<file path="config.mk">
export PLATFORM = sky130hd
export DESIGN_NAME = polynomial_delay_predictor
export DESIGN_NICKNAME = d
export VERILOG_FILES = /design/src/rtl/pdp_pkg.sv /design/src/rtl/pdp_ctrl.sv /design/src/rtl/pdp_dpath.sv /design/src/rtl/polynomial_delay_predictor.sv
export VERILOG_INCLUDE_DIRS = /design/src /design/src/rtl
export SDC_FILE = /design/constraint.sdc
export NUM_CORES = 2
export LEC_CHECK = 0
export BUFFER_PORTS_ARGS = -buffer_cell sky130_fd_sc_hd__buf_2
export CAP_MARGIN = 25
export CORE_MARGIN = 5
export CORE_UTILIZATION = 25
export CTS_CLUSTER_DIAMETER = 50
export DETAILED_ROUTE_END_ITERATION = 7
export HOLD_SLACK_MARGIN = 0.05
export PLACE_DENSITY = 0.47
export SYNTH_ARGS = -nofsm -noshare
export SYNTH_HDL_FRONTEND = slang
export SYNTH_SLANG_ARGS = --single-unit
</file>
<file path="constraint.sdc">
create_clock -name clk -period 11.27 [get_ports clk]
set_input_delay 2.254 -clock clk [delete_from_list [all_inputs] [get_ports clk]]
set_output_delay 2.254 -clock clk [all_outputs]
set_load 0.02 [all_outputs]
</file>
<file path="src/rtl/polynomial_delay_predictor_assert.svh">
// Assertion macros shared by the predictor modules.
// Expects clk and arst_n in the scope of use.
`ifndef POLYNOMIAL_DELAY_PREDICTOR_ASSERT_SVH
`define POLYNOMIAL_DELAY_PREDICTOR_ASSERT_SVH

// Plain clocked check, off during reset.
`define PDP_ASSERT(lbl, prop, msg) \
	lbl: assert property (@(posedge clk) disable iff (!arst_n) (prop)) else $error(msg);

// Antecedent in this cycle, consequent in the next one.
`define PDP_ASSERT_NEXT(lbl, ante, cons, msg) \
	lbl: assert property (@(posedge clk) disable iff (!arst_n) (ante) |=> (cons)) \
		else $error(msg);

`endif

</file>
<file path="src/rtl/pdp_pkg.sv">
// Shared types, sizes and the monomial exponent table of the predictor.
// No dependencies.
`timescale 1ns / 1ps
package pdp_pkg;

	localparam int EMBED_DIM = 2;
	localparam int ORDER     = 2;
	localparam int MAX_DELAY = 8;

	localparam int BASE       = ORDER + 1;
	localparam int CODE_SPACE = BASE ** EMBED_DIM;
	localparam int WIN_LEN    = (EMBED_DIM - 1) * MAX_DELAY + 1;

	localparam int SMP_W   = 16;
	localparam int COEF_W  = 24;
	localparam int IDX_W   = 4;
	localparam int CFG_W   = 4;
	localparam int SQ_W    = 32;
	localparam int SUM_W   = 48;
	localparam int CNT_W   = 24;
	localparam int DIFF_W  = SMP_W + 1;
	localparam int FRAC    = 12;
	// monomial magnitude stays at or below 2^(12+3*ORDER)
	localparam int M_W     = FRAC + 3 * ORDER + 2;
	localparam int A_W     = (COEF_W > M_W) ? ((COEF_W > DIFF_W) ? COEF_W : DIFF_W)
	                                         : ((M_W > DIFF_W) ? M_W : DIFF_W);
	localparam int B_W     = (M_W > DIFF_W) ? M_W : DIFF_W;
	localparam int PROD_W  = A_W + B_W;
	localparam int ACC_W   = PROD_W + 7;
	localparam int EXP_W   = $clog2(ORDER + 1);
	localparam int K_W     = $clog2(EMBED_DIM + 1);
	localparam int TAP_W   = (WIN_LEN > 1) ? $clog2(WIN_LEN) : 1;
	localparam int FILL_W  = $clog2(WIN_LEN + 1);
	localparam int DLY_W   = $clog2(MAX_DELAY + 1);

	function automatic int digit_sum(input int code);
		int rem;
		int s;
		rem = code;
		s = 0;
		for (int k = 0; k < EMBED_DIM; k++) begin
			s = s + rem % BASE;
			rem = rem / BASE;
		end
		return s;
	endfunction

	function automatic int count_terms();
		int n;
		n = 0;
		for (int t = 0; t < CODE_SPACE; t++) begin
			if (digit_sum(t) <= ORDER) n = n + 1;
		end
		return n;
	endfunction

	localparam int TERM_CNT = count_terms();
	localparam int P_W      = (TERM_CNT > 1) ? $clog2(TERM_CNT) : 1;
	localparam int TBL_W    = TERM_CNT * EMBED_DIM * EXP_W;

	// coordinate EMBED_DIM-1 is the least significant digit of the code
	function automatic logic [TBL_W-1:0] build_exp();
		logic [TBL_W-1:0] tbl;
		int n;
		int rem;
		tbl = '0;
		n = 0;
		for (int t = 0; t < CODE_SPACE; t++) begin
			if (digit_sum(t) <= ORDER) begin
				rem = t;
				for (int k = EMBED_DIM - 1; k >= 0; k--) begin
					tbl[(n * EMBED_DIM + k) * EXP_W +: EXP_W] = EXP_W'(rem % BASE);
					rem = rem / BASE;
				end
				n = n + 1;
			end
		end
		return tbl;
	endfunction

	localparam logic [TBL_W-1:0] TERM_EXP = build_exp();

	function automatic logic [EXP_W-1:0] exp_of(input logic [P_W-1:0] p,
		input logic [K_W-1:0] k);
		logic [EXP_W-1:0] e;
		e = '0;
		for (int i = 0; i < TERM_CNT; i++) begin
			for (int j = 0; j < EMBED_DIM; j++) begin
				if (int'(p) == i && int'(k) == j)
					e = TERM_EXP[(i * EMBED_DIM + j) * EXP_W +: EXP_W];
			end
		end
		return e;
	endfunction

	typedef enum logic [3:0] {
		CMD_NONE,
		CMD_START,
		CMD_SCORE_MUL,
		CMD_SCORE_ACC,
		CMD_TERM_INIT,
		CMD_FACTOR_MUL,
		CMD_FACTOR_RND,
		CMD_COEF_MUL,
		CMD_COEF_ACC,
		CMD_ROUND,
		CMD_FINISH
	} pdp_op_t;

	typedef struct packed {
		pdp_op_t        op;
		logic [P_W-1:0] p;
		logic [K_W-1:0] k;
	} pdp_cmd_t;

	typedef struct packed {
		logic is_load;
		logic last_valid;
		logic win_full;
		logic out_free;
	} pdp_stat_t;

	localparam logic OP_SAMPLE = 1'b0;
	localparam logic OP_LOAD   = 1'b1;

endpackage

</file>
<file path="src/rtl/pdp_ctrl.sv">
// Sequencer for the predictor: walks scoring, monomials and coefficient terms.
// Depends on pdp_pkg and the assertion macro header.
`timescale 1ns / 1ps
`include "polynomial_delay_predictor_assert.svh"
module pdp_ctrl import pdp_pkg::*; (
	input  logic      clk,
	input  logic      arst_n,
	input  logic      in_valid,
	output logic      in_stall,
	input  pdp_stat_t stat,
	output pdp_cmd_t  cmd
);

	typedef enum logic [3:0] {
		S_IDLE,
		S_SCORE_MUL,
		S_SCORE_ACC,
		S_TERM_INIT,
		S_FACTOR,
		S_FACTOR_RND,
		S_COEF_MUL,
		S_COEF_ACC,
		S_ROUND,
		S_FINISH
	} state_t;

	state_t           state_q;
	logic [P_W-1:0]   p_q;
	logic [K_W-1:0]   k_q;
	logic [EXP_W-1:0] e_q;
	logic [EXP_W-1:0] exp_cur;
	logic             k_done;

	assign exp_cur  = exp_of(p_q, k_q);
	assign k_done   = (k_q == K_W'(EMBED_DIM));
	assign in_stall = (state_q != S_IDLE);

	always_comb begin
		cmd.p  = p_q;
		cmd.k  = k_q;
		cmd.op = CMD_NONE;
		unique case (state_q)
			S_IDLE:       cmd.op = in_valid ? CMD_START : CMD_NONE;
			S_SCORE_MUL:  cmd.op = stat.is_load ? CMD_NONE : CMD_SCORE_MUL;
			S_SCORE_ACC:  cmd.op = CMD_SCORE_ACC;
			S_TERM_INIT:  cmd.op = CMD_TERM_INIT;
			S_FACTOR:     cmd.op = (!k_done && e_q < exp_cur) ? CMD_FACTOR_MUL : CMD_NONE;
			S_FACTOR_RND: cmd.op = CMD_FACTOR_RND;
			S_COEF_MUL:   cmd.op = CMD_COEF_MUL;
			S_COEF_ACC:   cmd.op = CMD_COEF_ACC;
			S_ROUND:      cmd.op = CMD_ROUND;
			S_FINISH:     cmd.op = stat.out_free ? CMD_FINISH : CMD_NONE;
			default:      cmd.op = CMD_NONE;
		endcase
	end

	always_ff @(posedge clk or negedge arst_n) begin
		if (!arst_n) begin
			state_q <= S_IDLE;
			p_q     <= '0;
			k_q     <= '0;
			e_q     <= '0;
		end else begin
			unique case (state_q)
				S_IDLE: begin
					if (in_valid) state_q <= S_SCORE_MUL;
				end
				S_SCORE_MUL: begin
					state_q <= stat.is_load ? S_FINISH : S_SCORE_ACC;
				end
				S_SCORE_ACC: begin
					p_q     <= '0;
					state_q <= stat.win_full ? S_TERM_INIT : S_FINISH;
				end
				S_TERM_INIT: begin
					k_q     <= '0;
					e_q     <= '0;
					state_q <= S_FACTOR;
				end
				S_FACTOR: begin
					if (k_done) begin
						state_q <= S_COEF_MUL;
					end else if (e_q < exp_cur) begin
						e_q     <= e_q + 1'b1;
						state_q <= S_FACTOR_RND;
					end else begin
						k_q <= k_q + 1'b1;
						e_q <= '0;
					end
				end
				S_FACTOR_RND: state_q <= S_FACTOR;
				S_COEF_MUL:   state_q <= S_COEF_ACC;
				S_COEF_ACC: begin
					if (p_q == P_W'(TERM_CNT - 1)) begin
						state_q <= S_ROUND;
					end else begin
						p_q     <= p_q + 1'b1;
						state_q <= S_TERM_INIT;
					end
				end
				S_ROUND:      state_q <= S_FINISH;
				S_FINISH: begin
					if (stat.out_free) state_q <= S_IDLE;
				end
				default:      state_q <= S_IDLE;
			endcase
		end
	end

	`PDP_ASSERT_NEXT(a_start_busy, cmd.op == CMD_START, state_q == S_SCORE_MUL,
		"request accepted but sequencer did not leave idle")
	`PDP_ASSERT(a_term_range, p_q < P_W'(TERM_CNT), "term counter out of range")

endmodule

</file>
<file path="src/rtl/pdp_dpath.sv">
// Datapath: delay line, coefficient store, shared multiplier, sums and result register.
// Depends on pdp_pkg and the assertion macro header.
`timescale 1ns / 1ps
`include "polynomial_delay_predictor_assert.svh"
module pdp_dpath import pdp_pkg::*; (
	input  logic                     clk,
	input  logic                     arst_n,
	input  pdp_cmd_t                 cmd,
	output pdp_stat_t                stat,
	input  logic [DLY_W-1:0]         delay,
	input  logic                     opcode,
	input  logic                     restart,
	input  logic signed [SMP_W-1:0]  sample,
	input  logic [IDX_W-1:0]         coef_index,
	input  logic signed [COEF_W-1:0] coef_value,
	output logic                     out_valid,
	input  logic                     out_stall,
	output logic signed [SMP_W-1:0]  prediction,
	output logic                     pred_valid,
	output logic [SQ_W-1:0]          sq_error,
	output logic                     err_valid,
	output logic [SUM_W-1:0]         error_sum,
	output logic [CNT_W-1:0]         scored_count,
	output logic                     saturated
);

	logic signed [SMP_W-1:0]  win_q [WIN_LEN];
	logic signed [COEF_W-1:0] coef_q [TERM_CNT];
	logic [FILL_W-1:0]        fill_q;
	logic signed [SMP_W-1:0]  last_pred_q;
	logic                     last_valid_q;
	logic [SUM_W-1:0]         sum_q;
	logic [CNT_W-1:0]         count_q;
	logic                     opld_q;
	logic signed [SMP_W-1:0]  sample_q;
	logic signed [M_W-1:0]    m_q;
	logic signed [PROD_W-1:0] prod_q;
	logic signed [ACC_W-1:0]  acc_q;
	logic signed [SMP_W-1:0]  pred_q;
	logic                     pvalid_q;
	logic [SQ_W-1:0]          sq_q;
	logic                     evalid_q;
	logic                     sat_q;

	logic [FILL_W-1:0]        fill_base;
	logic [FILL_W-1:0]        need;
	logic [TAP_W-1:0]         tap_idx;
	logic signed [DIFF_W-1:0] diff;
	logic signed [A_W-1:0]    mul_a;
	logic signed [B_W-1:0]    mul_b;
	logic signed [PROD_W-1:0] prod;
	logic signed [PROD_W-1:0] rnd_m;
	logic [SUM_W:0]           sum_next;
	logic signed [ACC_W-1:0]  rnd_acc;
	logic                     clip_hi;
	logic                     clip_lo;

	assign fill_base = restart ? '0 : fill_q;
	assign need      = FILL_W'((EMBED_DIM - 1) * int'(delay) + 1);
	assign tap_idx   = TAP_W'(int'(cmd.k) * int'(delay));
	assign diff      = DIFF_W'(sample_q) - DIFF_W'(last_pred_q);

	always_comb begin
		mul_a = '0;
		mul_b = '0;
		unique case (cmd.op)
			CMD_SCORE_MUL: begin
				mul_a = A_W'(diff);
				mul_b = B_W'(diff);
			end
			CMD_FACTOR_MUL: begin
				mul_a = A_W'(m_q);
				mul_b = B_W'(win_q[tap_idx]);
			end
			CMD_COEF_MUL: begin
				mul_a = A_W'(coef_q[cmd.p]);
				mul_b = B_W'(m_q);
			end
			default: begin
				mul_a = '0;
				mul_b = '0;
			end
		endcase
	end

	assign prod     = mul_a * mul_b;
	assign rnd_m    = (prod_q + PROD_W'(1 << (FRAC - 1))) >>> FRAC;
	assign sum_next = {1'b0, sum_q} + (SUM_W + 1)'(prod_q[SQ_W-1:0]);
	assign rnd_acc  = (acc_q + ACC_W'(1 << 15)) >>> 16;
	assign clip_hi  = rnd_acc > ACC_W'(32767);
	assign clip_lo  = rnd_acc < -ACC_W'(32768);

	assign stat.is_load    = opld_q;
	assign stat.last_valid = last_valid_q;
	assign stat.win_full   = (fill_q >= need);
	assign stat.out_free   = !out_valid || !out_stall;

	// payload of the item in flight
	always_ff @(posedge clk) begin
		unique case (cmd.op)
			CMD_START: begin
				opld_q   <= opcode;
				sample_q <= sample;
				acc_q    <= '0;
				pred_q   <= '0;
				sq_q     <= '0;
				if (opcode == OP_SAMPLE) begin
					win_q[0] <= sample;
					for (int i = 1; i < WIN_LEN; i++) win_q[i] <= win_q[i-1];
				end
			end
			CMD_SCORE_MUL, CMD_FACTOR_MUL, CMD_COEF_MUL: prod_q <= prod;
			CMD_SCORE_ACC: begin
				if (last_valid_q) sq_q <= prod_q[SQ_W-1:0];
			end
			CMD_TERM_INIT:  m_q   <= M_W'(1 << FRAC);
			CMD_FACTOR_RND: m_q   <= M_W'(rnd_m);
			CMD_COEF_ACC:   acc_q <= acc_q + ACC_W'(prod_q);
			CMD_ROUND: begin
				if (clip_hi)      pred_q <= SMP_W'(32767);
				else if (clip_lo) pred_q <= -SMP_W'(32768);
				else              pred_q <= SMP_W'(rnd_acc);
			end
			default: ;
		endcase
	end

	always_ff @(posedge clk or negedge arst_n) begin
		if (!arst_n) begin
			for (int i = 0; i < TERM_CNT; i++) coef_q[i] <= '0;
			fill_q       <= '0;
			last_pred_q  <= '0;
			last_valid_q <= 1'b0;
			sum_q        <= '0;
			count_q      <= '0;
			pvalid_q     <= 1'b0;
			evalid_q     <= 1'b0;
			sat_q        <= 1'b0;
			out_valid    <= 1'b0;
			prediction   <= '0;
			pred_valid   <= 1'b0;
			sq_error     <= '0;
			err_valid    <= 1'b0;
			error_sum    <= '0;
			scored_count <= '0;
			saturated    <= 1'b0;
		end else begin
			if (out_valid && !out_stall && cmd.op != CMD_FINISH) out_valid <= 1'b0;
			unique case (cmd.op)
				CMD_START: begin
					pvalid_q <= 1'b0;
					evalid_q <= 1'b0;
					sat_q    <= 1'b0;
					if (restart) begin
						last_valid_q <= 1'b0;
						last_pred_q  <= '0;
						sum_q        <= '0;
						count_q      <= '0;
					end
					if (opcode == OP_LOAD) begin
						fill_q <= fill_base;
						if ({1'b0, coef_index} < (IDX_W + 1)'(TERM_CNT))
							coef_q[P_W'(coef_index)] <= coef_value;
					end else begin
						fill_q <= (fill_base < FILL_W'(WIN_LEN)) ? fill_base + 1'b1
						                                           : fill_base;
					end
				end
				CMD_SCORE_ACC: begin
					if (last_valid_q) begin
						evalid_q <= 1'b1;
						if (sum_next[SUM_W]) begin
							sum_q <= '1;
							sat_q <= 1'b1;
						end else begin
							sum_q <= sum_next[SUM_W-1:0];
						end
						if (count_q != '1) count_q <= count_q + 1'b1;
					end
				end
				CMD_ROUND: begin
					pvalid_q <= 1'b1;
					if (clip_hi || clip_lo) sat_q <= 1'b1;
				end
				CMD_FINISH: begin
					out_valid    <= 1'b1;
					prediction   <= pred_q;
					pred_valid   <= pvalid_q;
					sq_error     <= sq_q;
					err_valid    <= evalid_q;
					error_sum    <= sum_q;
					scored_count <= count_q;
					saturated    <= sat_q;
					if (!opld_q) begin
						last_pred_q  <= pred_q;
						last_valid_q <= pvalid_q;
					end
				end
				default: ;
			endcase
		end
	end

	`PDP_ASSERT(a_pred_needs_full, !(cmd.op == CMD_ROUND && !stat.win_full),
		"prediction formed with window not full")
	`PDP_ASSERT_NEXT(a_count_mono, cmd.op != CMD_START, count_q >= $past(count_q),
		"score count dropped without restart")

endmodule

</file>
<file path="src/rtl/polynomial_delay_predictor.sv">
// Top level of the polynomial delay predictor: APB register, sequencer, datapath.
// Depends on pdp_pkg, pdp_ctrl and pdp_dpath.
//
//   channel   signals                                    direction
//   input     in_valid/in_stall + opcode..coef_value     request in
//   output    out_valid/out_stall + prediction..saturated result out
//   config    APB psel/penable/pwrite/paddr/pwdata       register embed_delay
//
// A coefficient load runs start, score and finish; a sample whose window is not yet
// full also accumulates its score; a full-window sample then walks every term (init,
// factor products, coefficient multiply and accumulate), then rounds; one shared multiplier.
// Reset clears the sums, fill, last prediction and coefficients at once.
// A held result does not block the next request; only a second finished result waits.
`timescale 1ns / 1ps
module polynomial_delay_predictor import pdp_pkg::*; (
	input  logic                     clk,
	input  logic                     arst_n,
	input  logic                     psel,
	input  logic                     penable,
	input  logic                     pwrite,
	input  logic [2:0]               paddr,
	input  logic [31:0]              pwdata,
	output logic [31:0]              prdata,
	output logic                     pready,
	input  logic                     in_valid,
	output logic                     in_stall,
	input  logic                     opcode,
	input  logic                     restart,
	input  logic signed [SMP_W-1:0]  sample,
	input  logic [IDX_W-1:0]         coef_index,
	input  logic signed [COEF_W-1:0] coef_value,
	output logic                     out_valid,
	input  logic                     out_stall,
	output logic signed [SMP_W-1:0]  prediction,
	output logic                     pred_valid,
	output logic [SQ_W-1:0]          sq_error,
	output logic                     err_valid,
	output logic [SUM_W-1:0]         error_sum,
	output logic [CNT_W-1:0]         scored_count,
	output logic                     saturated
);

	logic [CFG_W-1:0] delay_q;
	logic [DLY_W-1:0] delay_eff;
	pdp_cmd_t         cmd;
	pdp_stat_t        stat;

	assign pready = 1'b1;
	assign prdata = (paddr[2] == 1'b0) ? 32'(delay_q) : '0;

	always_ff @(posedge clk or negedge arst_n) begin
		if (!arst_n) begin
			delay_q <= CFG_W'(1);
		end else if (psel && penable && pwrite && pready && paddr[2] == 1'b0) begin
			delay_q <= pwdata[CFG_W-1:0];
		end
	end

	// zero acts as one, anything past MAX_DELAY is clamped to MAX_DELAY
	always_comb begin
		if (delay_q == '0)
			delay_eff = DLY_W'(1);
		else if (int'(delay_q) > MAX_DELAY)
			delay_eff = DLY_W'(MAX_DELAY);
		else
			delay_eff = DLY_W'(delay_q);
	end

	pdp_ctrl u_ctrl (
		.clk      (clk),
		.arst_n   (arst_n),
		.in_valid (in_valid),
		.in_stall (in_stall),
		.stat     (stat),
		.cmd      (cmd)
	);

	pdp_dpath u_dpath (
		.clk          (clk),
		.arst_n       (arst_n),
		.cmd          (cmd),
		.stat         (stat),
		.delay        (delay_eff),
		.opcode       (opcode),
		.restart      (restart),
		.sample       (sample),
		.coef_index   (coef_index),
		.coef_value   (coef_value),
		.out_valid    (out_valid),
		.out_stall    (out_stall),
		.prediction   (prediction),
		.pred_valid   (pred_valid),
		.sq_error     (sq_error),
		.err_valid    (err_valid),
		.error_sum    (error_sum),
		.scored_count (scored_count),
		.saturated    (saturated)
	);

endmodule
</file>
==> flow_metrics.py <==
metrics = {
    "grt": {
        "grt_pass1_vias": 39770,
        "grt_pass1_wl_mm": 249.3,
        "grt_start_max_net_pins": 145,
        "track_usage_pct": 14.55,
        "grt_antenna_before_repair": 18,
        "overflow": 0,
    },
    "timing": {
        "fin_crit_sh_pct": 95.42,
        "timing_hold_violations_final": 0,
        "holdWs_ps": 423.5,
        "fmax_mhz": 92.99,
        "layout_min_cycle_time_ps": 10750,
        "fin_setup_tns_ps": 0,
        "grt_setup_unrepaired": "no",
        "maxSlewViolCount": 0,
        "tightestPinTransition_ps": 1163,
        "skew_ps": 60.35,
        "slew_headroom_pct": 22.45,
        "setup_viol": 0,
    },
    "clock_tree": {
        "clkSlewWorstSetupHoldPaths_ps": 60,
        "clk_path_buf_depth": 3,
        "cts_root_buf": "clkbuf_16",
        "cts_buffers": 95,
        "cts_hold_buf": 0,
        "cts_resized": 0,
        "cts_tree": "yes",
        "cts_max_level": 3,
        "post-cts-setup-buffers": 0,
        "insertion_delay_ps": 740,
        "cts_num_sinks": 703,
    },
    "layout": {
        "fin_cells": 8291,
        "nets": 6219,
        "area_delta_synth_final_pct": 15.38,
        "drive_gt1_share_pct": 14.20,
    },
    "synthesis": {
        "synth_area_leaders": "fa_1 19%, edfxtp_1 18%, dfrtp_1 18%",
        "synth_top_cell_by_area": "fa_1",
        "synth_area_per_cell_um2": 10.21,
        "ys_ff_latch": 703,
        "synth_ff_type": "dfrtp_1",
        "ys_seq_area_share_pct": 36.33,
        "synth_commonest_cells": "782 x nand2_1, 667 x inv_1, 496 x fa_1",
        "yosys_warnings": 0,
        "yosysUniqueCellTypes": 89,
        "synth_most_common_cell": "nand2_1",
        "synth_top_area_share_pct": 18.78,
        "ys_async_sr_fraction_pct": 53.91,
        "synth_area_um2": 52880,
        "synth-edff-count": 324,
        "synth_cells": 5181,
    },
    "placement": {
        "post-place-cells": 8107,
        "gp_congestion": 0.8806,
        "hpwl_mm": 122.5,
        "port_buffers": 186,
    },
    "critical_path": {
        "path_max_fanout": 55,
        "rrSetupSlack_ps": 520,
        "r2r-end": "u_dpath.prod_q[41]$_DFFE_PP_",
        "crit_arrival_ps": 11180,
        "critPathCaptureType": "flop",
        "r2r_start": "u_ctrl.p_q[0]$_DFFE_PN0P_",
        "critical_path.slowest_cell": "buf_4",
        "start_kind": "flop",
        "timing_worst_setup_path_type": "flop to flop",
        "crit_start": "u_ctrl.p_q[0]$_DFFE_PN0P_",
        "ff2ff_path_depth": 33,
        "critPathMaxStageDelay_ps": 600,
        "endpoint": "u_dpath.prod_q[41]$_DFFE_PP_",
        "worst_path_most_repeated_cell": "fa_1",
        "cp.required_ps": 11690,
    },
    "power": {
        "comb_power_share_pct": 46.7,
        "p_leak_nw": 27.82,
        "pwr_density_cell_nw_per_um2": 216.0,
        "intPower_w": 0.007407,
        "peakVddDrop_mv": 0.1384,
        "p_sw_share_pct": 43.80,
        "power_frac_seq_pct": 29.9,
        "p_switching_w": 0.005773,
        "power_frac_clock_pct": 23.4,
    },
    "detailed_routing": {
        "avgRoutedWirePerCell_um": 19.53,
        "drtAntennaViolNets": 0,
        "routed_wl_mm": 161.9,
        "vias": 38450,
        "drc": 0,
        "viasPerCell": 4.638,
        "drtPass1Iterations": 6,
        "drtIter0Drc": 2343,
    },
    "floorplan": {
        "core.rowCount": 168,
        "die_area_um2": 220800,
        "chipHeight_um": 469.9,
        "coreArea_um2": 210000,
        "start_util_pct": 25.18,
        "dieWidth_um": 469.9,
        "io_pins": 246,
    },
    "status": {
        "status": "complete, no violations",
    },
    "flow_run": {
        "drv_cap": 0,
    },
    "hold_path": {
        "hold_path_class": "flop to flop",
    },
}
-- layout make-up --
cell class,count,area (um2)
Sequential cell,703,19220
Antenna cell,1,2.502
Tap cell,2805,3510
Fill cell,21960,149000
Multi-Input combinational cell,3585,30320
Inverter,668,2507
Timing Repair Buffer,349,2227
Clock inverter,60,704.4
Clock buffer,120,2532
-- routing by layer --
layer,up-vias,track usage (%),routed length [um]
li1,17710,-,-
met1,19550,19.90,73040
met4,12,4.151,4748
met2,957,23.70,74970
met5,-,0,85
met3,225,2.521,9064
-- placed cells by master (no fill, tap or decap), drive strengths merged, types with 121 or more instances in the layout --
cell	netlist	routed
fa	496	496
ha	233	233
a21oi	163	163
o21ai	231	231
buf	52	348
nand2	782	782
inv	667	694
edfxtp	324	324
clkbuf	200	121
dfrtp	378	378
nor2	379	379
mux2	151	151
-- stage by stage --
step	instance area [um2]	util, %	setup slack [ps]	total power, W
2_1_floorplan	52980	-	1214	0.007873
3_3_place_gp	57720	27.49	629.5	0.01011
3_5_place_dp	57740	27.49	624.7	0.01017
4_1_cts	60970	29.04	522.9	0.01336
5_1_grt	61020	29.06	51.96	0.01415
6_report	61020	29.06	515.8	0.01318
-- state kept, by name, summed over array words and instances, names as in the netlist, 2 cells and up --
name and count:
u_dpath.acc_q 51, u_dpath.win_q 144, u_dpath.fill_q 4, u_ctrl.state_q 4, u_dpath.prod_q 44, u_dpath.count_q 24, u_ctrl.p_q 3, u_dpath.pred_q 16
u_ctrl.k_q 2, u_dpath.sq_error 32, u_dpath.last_pred_q 16, u_dpath.scored_count 24, u_ctrl.e_q 2, u_dpath.sum_q 48, u_dpath.sq_q 32, u_dpath.sample_q 16
u_dpath.m_q 20, u_dpath.coef_q 144, delay_q 4, u_dpath.prediction 16, u_dpath.error_sum 48
-- worst max-delay path, delay by kind of cell (launching register included) --
kind                     cells  cell delay (ps)
XOR/XNOR                     1              140
flip-flops                   1              500
AND/OR/NAND/NOR              6             1340
adder cells (fa/ha/maj)     11             4800
AO/OA/AOI/OAI                8             2460
buffers and inverters        7             1140
-- kinds of logic after synthesis --
| family | share of synthesized area [%] |
|---|---|
| xor+xnor | 2.965 |
| mux | 6.490 |
| buf+inv | 6.795 |
| simple gates | 13.62 |
| other cells | 0.01420 |
| flops | 36.33 |
| fa+ha+maj | 24.29 |
| compound gates | 9.495 |
-- worst min-delay path by stage --
stage / cells past startpoint / start / endpoint
2_1_floorplan: 2 / u_dpath.sq_q[0]$_SDFFCE_PN0P_ / u_dpath.sq_error[0]$_DFFE_PN0P_
3_3_place_gp: 2 / u_dpath.sq_q[30]$_SDFFCE_PN0P_ / u_dpath.sq_error[30]$_DFFE_PN0P_
3_5_place_dp: 0 / u_dpath.win_q[0][8]$_DFFE_PP_ / u_dpath.win_q[1][8]$_DFFE_PP_
4_1_cts: 2 / u_dpath.sq_q[18]$_SDFFCE_PN0P_ / u_dpath.sq_error[18]$_DFFE_PN0P_
5_1_grt: 0 / u_dpath.win_q[0][8]$_DFFE_PP_ / u_dpath.win_q[1][8]$_DFFE_PP_
6_report: 2 / u_dpath.sq_q[18]$_SDFFCE_PN0P_ / u_dpath.sq_error[18]$_DFFE_PN0P_
-- power groups by stage --
stage | combinational [W] | clock (W) | sequential (W)
after floorplan | 0.00394 | 0 | 0.00393
after global placement | 0.00614 | 0 | 0.00397
after detailed placement | 0.00619 | 0 | 0.00399
after CTS | 0.00622 | 0.00319 | 0.00394
after global routing | 0.00684 | 0.00329 | 0.00402
final | 0.00615 | 0.00309 | 0.00394
Power figures use the tool's default switching activity.
